`src/design/tcw_pkg.sv`:
```
// Shared types and constants for the text console cell writer.
// Holds the beat structs, the mode codes and the controller/datapath links.
// No dependencies.
`default_nettype none

package tcw_pkg;

  localparam int COL_W  = 7;
  localparam int ROW_W  = 5;
  localparam int CELL_W = 16;

  localparam logic [7:0]        BLANK_CHAR   = 8'h20;
  localparam logic [7:0]        NEWLINE_CHAR = 8'h0A;
  localparam logic [7:0]        RESET_COLOR  = 8'h07;
  localparam logic [CELL_W-1:0] RESET_CELL   = {RESET_COLOR, BLANK_CHAR};

  localparam logic REG_TEXT_COLOR = 1'b0;

  typedef enum logic [1:0] {
    MODE_PUT   = 2'd0,
    MODE_ERASE = 2'd1,
    MODE_WRITE = 2'd2,
    MODE_READ  = 2'd3
  } mode_t;

  typedef struct packed {
    mode_t            mode;
    logic [7:0]       char_code;
    logic [7:0]       cell_attr;
    logic [COL_W-1:0] pos_column;
    logic [ROW_W-1:0] pos_row;
  } in_item_t;

  typedef struct packed {
    logic [CELL_W-1:0] cell_word;
    logic [COL_W-1:0]  cursor_column;
    logic              did_scroll;
  } out_item_t;

  typedef struct packed {
    logic clr_step;
    logic load_item;
    logic exec;
    logic fill_step;
    logic out_load;
  } tcw_cmd_t;

  typedef struct packed {
    logic clear_done;
    logic need_scroll;
    logic fill_done;
  } tcw_sts_t;

endpackage

`default_nettype wire

```
`src/design/tcw_ctrl.sv`:
```
// Controller state machine of the text console cell writer.
// Drives the datapath commands and both handshakes; depends on tcw_pkg.
`default_nettype none

module tcw_ctrl import tcw_pkg::*; (
  input  wire logic     clk,
  input  wire logic     rst_n,
  input  wire logic     in_valid,
  output logic          in_ready,
  output logic          out_valid,
  input  wire logic     out_ready,
  input  wire tcw_sts_t sts,
  output tcw_cmd_t      cmd
);

  typedef enum logic [4:0] {
    S_CLEAR = 5'b00001,
    S_IDLE  = 5'b00010,
    S_EXEC  = 5'b00100,
    S_FILL  = 5'b01000,
    S_DONE  = 5'b10000
  } state_t;

  state_t state_r, state_nxt;
  logic   out_valid_r, out_valid_nxt;
  logic   out_free;

  assign out_free  = !out_valid_r || out_ready;
  assign out_valid = out_valid_r;

  always_comb begin
    state_nxt = state_r;
    cmd       = '0;
    in_ready  = 1'b0;
    unique case (state_r)
      S_CLEAR: begin
        cmd.clr_step = 1'b1;
        if (sts.clear_done) begin
          state_nxt = S_IDLE;
        end
      end
      S_IDLE: begin
        in_ready = 1'b1;
        if (in_valid) begin
          cmd.load_item = 1'b1;
          state_nxt     = S_EXEC;
        end
      end
      S_EXEC: begin
        cmd.exec  = 1'b1;
        state_nxt = sts.need_scroll ? S_FILL : S_DONE;
      end
      S_FILL: begin
        cmd.fill_step = 1'b1;
        if (sts.fill_done) begin
          state_nxt = S_DONE;
        end
      end
      S_DONE: begin
        if (out_free) begin
          cmd.out_load = 1'b1;
          in_ready     = 1'b1;
          if (in_valid) begin
            cmd.load_item = 1'b1;
            state_nxt     = S_EXEC;
          end else begin
            state_nxt = S_IDLE;
          end
        end
      end
      default: begin
        state_nxt = S_CLEAR;
      end
    endcase
  end

  always_comb begin
    out_valid_nxt = out_valid_r;
    if (cmd.out_load) begin
      out_valid_nxt = 1'b1;
    end else if (out_ready) begin
      out_valid_nxt = 1'b0;
    end
  end

  always_ff @(posedge clk) begin
    if (!rst_n) begin
      state_r     <= S_CLEAR;
      out_valid_r <= 1'b0;
    end else begin
      state_r     <= state_nxt;
      out_valid_r <= out_valid_nxt;
    end
  end

endmodule

`default_nettype wire

```
`config.mk`:
```
export PLATFORM = sky130hd
export DESIGN_NAME = tcw_ctrl
export DESIGN_NICKNAME = d
export VERILOG_FILES = /design/src/design/tcw_pkg.sv /design/src/design/tcw_ctrl.sv
export SDC_FILE = /design/constraint.sdc
export NUM_CORES = 1
export LEC_CHECK = 0
export BUFFER_PORTS_ARGS = -buffer_cell sky130_fd_sc_hd__buf_2
export CORE_AREA = 2 2 39 41
export CTS_CLUSTER_DIAMETER = 120
export DETAILED_ROUTE_END_ITERATION = 16
export DIE_AREA = 0 0 41 43
export PLACE_DENSITY_LB_ADDON = 0.08
export SLEW_MARGIN = 40
export SYNTH_ARGS = -nofsm -noshare
export SYNTH_HDL_FRONTEND = slang
export SYNTH_SLANG_ARGS = --single-unit
```
`constraint.sdc`:
```
create_clock -name clk -period 2.1 [get_ports clk]
set_input_delay 0.105 -clock clk [delete_from_list [all_inputs] [get_ports clk]]
set_output_delay 0.105 -clock clk [all_outputs]
set_load 0.02 [all_outputs]
```
==> results of run 1 <==
worst paths after layout:
check	from	endpoint
setup / recovery	state_r[1]	cmd[3]
hold / removal	rst_n	state_r[0]
setup reg to reg	state_r[1]	state_r[4]
hold reg to reg	out_valid	out_valid
power breakdown:
part | internal (mW) | leakage (nW) | switching [mW]
Clock | 0.0645 | 0.0138 | 0.0390
Combinational | 0.0681 | 0.161 | 0.0901
Sequential | 0.131 | 0.0488 | 0.0187
routing by layer:
metal | GRT usage [%] | vias to the layer above
li1 | - | 185
met1 | 14.5 | 164
met2 | 15.3 | 8
met3 | 3.14 | 2
met4 | 6.00 | 0
met5 | 0 | -
final cells by class:
class                      count  share of cell area, %
multi-input combinational     33                   47.4
sequential                     6                   26.4
timing repair buffer          13                   14.3
clock buffer                   3                   4.96
tap                           16                   4.41
inverter                       3                   2.48
cell families after synthesis:
| logic type | after synthesis | synth area share (%) |
|---|---|---|
| AND/OR/NAND/NOR | 24 | 43.5 |
| flip-flops | 6 | 33.9 |
| XOR/XNOR | 1 | 2.47 |
| buffers and inverters | 4 | 5.30 |
| AO/OA/AOI/OAI | 8 | 14.8 |
metrics by stage:
stage	instance area (um2)	hold slack (ns)	utilization (%)	total power, mW	instances
floorplan	354	0.177	-	0.269	43
global placement	432	0.346	31.2	0.317	71
detailed placement	432	0.343	31.2	0.311	71
CTS	454	0.0992	32.8	0.415	74
global route	454	0.123	32.8	0.443	74
finish	454	0.103	32.8	0.411	74
registers in the layout, indices dropped and copies added, names as in the netlist:
name,flops
state_r,5
out_valid,1
synthesized netlist by cell type, drive strengths merged:
| cell type | number | share of area (%) |
|---|---|---|
| nand3b | 5 | 11 |
| nand3 | 1 | 1.4 |
| nand2b | 3 | 6.0 |
| inv | 3 | 3.2 |
| nor2b | 1 | 1.8 |
| nand2 | 1 | 1.1 |
| o22ai | 1 | 1.8 |
| xor2 | 1 | 2.5 |
| buf | 1 | 2.1 |
| nand4 | 2 | 5.3 |
| and2 | 1 | 1.8 |
| o32ai | 1 | 2.5 |
| nor3 | 2 | 5.7 |
| nor2 | 6 | 6.4 |
| o21ai | 3 | 5.3 |
| a21oi | 2 | 2.8 |
| and3 | 2 | 3.5 |
| dfxtp | 6 | 34 |
| o22a | 1 | 2.5 |
==> impl_metrics.yaml, run 1 <==
outcome:
  status: "finished clean"
sta:
  hold_violations: 0
  worst_pin_slew_ns: 0.242
  clock_skew_ns: 0.0111
  timing.final.crit_share_pct: 76.6
  fmax_mhz: 622
  fin_crit_ns: 1.61
  slew_viol_final: 0
  rsz0062_at_grt: "false"
  max-slew-margin-rel_pct: 83.8
  fin_tns_setup_ns: 0
  timing.final.ws_setup_ns: 0.491
  setup_viol: 0
drt:
  wl_per_cell_um: 10.2
  routed_via_density: 4.85
  dr_wl_met3_um: 35
  drt_iter0_drc: 9
  route.met2.wl_um: 361
  wl_met1_um: 355
  drcViolationCount: 0
  highest_layer: "met4"
  drtPass1Iterations: 4
  wl_um: 757
  postRouteAntennaNets: 0
  vias: 359
grt:
  grt_start_max_net_pins: 6
  grt_use_total_pct: 11.0
  grt_pass1_wl_um: 1320
  grt_pass1_vias: 347
  grt_antenna_before_repair: 0
  grt_overflow: 0
setup_path:
  critPathKind: "register to output pin"
  cp_max_fo: 5
  crit_path_cell_trace: "nor3_2 > nand3b_1 > o21ai_2 > and2_1 > buf_2"
  startpoint_type: "register"
  worstPathRequired_ns: 2.00
  crit_buf_inv: 1
  reg2reg_depth: 5
  crit_family: "simple AND/OR/NAND/NOR gates"
  slowest_stage: "dfxtp_1"
  reg2reg_slack_ns: 0.76
  path_depth: 5
  end_kind: "output pin"
  arrival_ns: 1.50
  cp_slowest_stage_delay_ns: 0.33
finish:
  drive_gt1_share_pct: 36.2
  area_growth_pct: 28.3
  seq_area_um2: 120
  n_antenna_cell: 0
  final_common_cell: "buf_2"
  most-common-layout-cells: "buf_2 (13), nor2_1 (6), dfxtp_1 (6)"
  multi_input_area_um2: 215
  layout.nets: 67
  num-fill-cells: 165
die:
  coreArea_mm2: 0.00138
  die_h_um: 43
  std_cell_rows: 14
  initial_core_util_pct: 25.6
  dieArea_mm2: 0.00176
  ios: 14
  die_x_um: 41
yosys:
  yosysUniqueCellTypes: 22
  synthCells: 43
  ys_seq_elements: 6
  yosysSeqAreaShare_pct: 33.9
  syn_nets: 50
  yosysWarnings: 0
  syn_avg_cell_area_um2: 8.23
  synth_area_um2: 354
worst_hold_path:
  min_path_type: "input port to register"
  hold-path-cell-count: 2
clock_network:
  cts-root-buf: "clkbuf_4"
  clock-sinks: 6
  cts_setup_buffers: 0
  clkTransAtPathRegs_ns: 0.05
  ctsResizeCount: 0
  clk_latency_ns: 0.24
  cts_tree: "done"
  cts_hold_buf: 0
  numCtsBuffers: 3
  cts_max_level: 1
  cts_buffer_depth: 2
placed_design:
  dp_hpwl_um: 640
  pre_cts_slack_ns: 0.749
  port_buffers: 13
  gp_congestion: 0.732
job:
  drv_cap: 0
power:
  p_per_area_mw_per_mm2: 905
  peakVddDrop_mv: 0.380
  power_leakage_nw: 0.223
No activity file was read; power rests on OpenSTA's default activity.
==> run 2: changes to the inputs <==
==> constraint.sdc (replaced) <==
create_clock -name clk -period 1.6 [get_ports clk]
set_input_delay 0.08 -clock clk [delete_from_list [all_inputs] [get_ports clk]]
set_output_delay 0.08 -clock clk [all_outputs]
set_load 0.02 [all_outputs]
==> run 2 against run 1 <==
Net effect:
- final cell count up 2.7%
- clock power up 33%
- routed wire length up 5.3%
- core utilization up 1.8 points
- register-to-register slack worse by 0.46 ns
- largest power group unchanged
- sequential power up 38%
- combinational power up 35%
- non-clock buffer count up 2
- design area up 5.5%
==> impl_metrics.yaml, run 2 (synthesis gave the netlist of run 1 again) <==
setup_path:
  cp_slowest_stage_delay_ns: 0.35
  slowest_stage: "dfxtp_1"
  worstPathRequired_ns: 1.52
  arrival_ns: 1.44
  crit_path_cell_trace: "nor3_4 > nand3b_1 > o21ai_2 > and2_1 > buf_4"
  cp_max_fo: 4
  end_kind: "output pin"
  crit_buf_inv: 1
  crit_family: "simple AND/OR/NAND/NOR gates"
  critPathKind: "register to output pin"
  startpoint_type: "register"
sta:
  whs_ns: 0.0772
  timing.final.ws_setup_ns: 0.0831
  clock_skew_ns: 0.0111
  worst_pin_slew_ns: 0.248
  slew_viol_final: 0
  fin_tns_setup_ns: 0
  fin_crit_ns: 1.52
  timing.final.crit_share_pct: 94.8
  setup_viol: 0
  hold_violations: 0
  fmax_mhz: 659
  max-slew-margin-rel_pct: 83.4
power:
  peakVddDrop_mv: 0.518
  power_mw: 0.556
  p_per_area_mw_per_mm2: 1160
  power_leakage_nw: 0.229
placed_design:
  pre_cts_slack_ns: 0.274
  port_buffers: 13
  place_area_um2: 432
  placedCellCount: 71
  gp_congestion: 0.731
  dp_hpwl_um: 640
die:
  std_cell_rows: 14
  ios: 14
  dieArea_mm2: 0.00176
  die_x_um: 41
  initial_core_util_pct: 25.6
  die_h_um: 43
  coreArea_mm2: 0.00138
clock_network:
  clkTransAtPathRegs_ns: 0.05
  cts_max_level: 1
  cts-root-buf: "clkbuf_4"
  cts_buffer_depth: 2
  numCtsBuffers: 3
  clock-sinks: 6
  cts_tree: "done"
  clk_latency_ns: 0.24
  cts_hold_buf: 0
drt:
  drt_iter0_drc: 10
  wl_per_cell_um: 10.5
  drcViolationCount: 0
  wl_um: 797
  vias: 368
  postRouteAntennaNets: 0
  drtPass1Iterations: 4
  routed_via_density: 4.84
finish:
  area_growth_pct: 35.3
  top_register: "state_r"
  drive_gt1_share_pct: 40.0
  final_common_cell: "buf_2"
  n_antenna_cell: 0
  fin_area_um2: 479
  most-common-layout-cells: "buf_2 (12), nor2_1 (6), nand3b_1 (5), dfxtp_1 (5)"
  fin_cells: 76
  layout.nets: 69
  post-route-util_pct: 34.6
  largest_register_ffs: 5
outcome:
  status: "finished clean"
grt:
  grt_pass1_wl_um: 1320
  grt_start_max_net_pins: 6
  grt_use_total_pct: 11.0
  met1_usage_pct: 14.5
  grt_overflow: 0
  grt_antenna_before_repair: 0
  use_met2_pct: 15.3
  use_met3_pct: 3.14
  grt_pass1_vias: 347
  busiest_layer: "met2"
worst_hold_path:
  min_path_type: "input port to register"
job:
  drv_cap: 0
run 2: cell types whose count changed in the layout (fill, tap and decap cells not counted), sizes merged:
| cell | previous run | this run |
|---|---|---|
| buf | 13 | 15 |
run 2: layer usage:
| layer | share of wire, % | up-vias |
|---|---|---|
| met3 | 4.8 | 2 |
| met5 | 0 | - |
| li1 | - | 187 |
| met4 | 0.50 | 0 |
| met2 | 48 | 10 |
| met1 | 46 | 169 |
run 2: layout make-up:
class | count | area, um2
Inverter | 3 | 11.3
Fill cell | 165 | 905
Clock buffer | 3 | 22.5
Sequential cell | 6 | 121
Timing Repair Buffer | 15 | 82.6
Tap cell | 16 | 20.0
Multi-Input combinational cell | 33 | 221
run 2: what timing repair did:
item,CTS,global route
gates resized for setup,0,3
buffers inserted,0,2
hold endpoints to repair,0,0
endpoints found under the setup margin,0,2
run 2: worst paths after layout:
kind | from | endpoint | slack [ns] | depth (start not counted)
worst max register to register | state_r[1] | state_r[4] | 0.30 | 5
worst min-delay path | rst_n | state_r[0] | 0.08 | 2
worst min register to register | out_valid | out_valid | 0.48 | 2
worst max-delay path | state_r[1] | cmd[3] | 0.08 | 5
run 2: worst register-to-register path: stages, from the launching register on:
cell and delay (ns):
dfxtp_1 0.35, nor3_4 0.20, nand3b_1 0.19, nand2b_1 0.23, nand4_2 0.12, o22ai_1 0.09
run 2: power breakdown:
group	internal, mW	switching, mW
combinational	0.0941	0.120
clock	0.0847	0.0522
sequential	0.171	0.0331
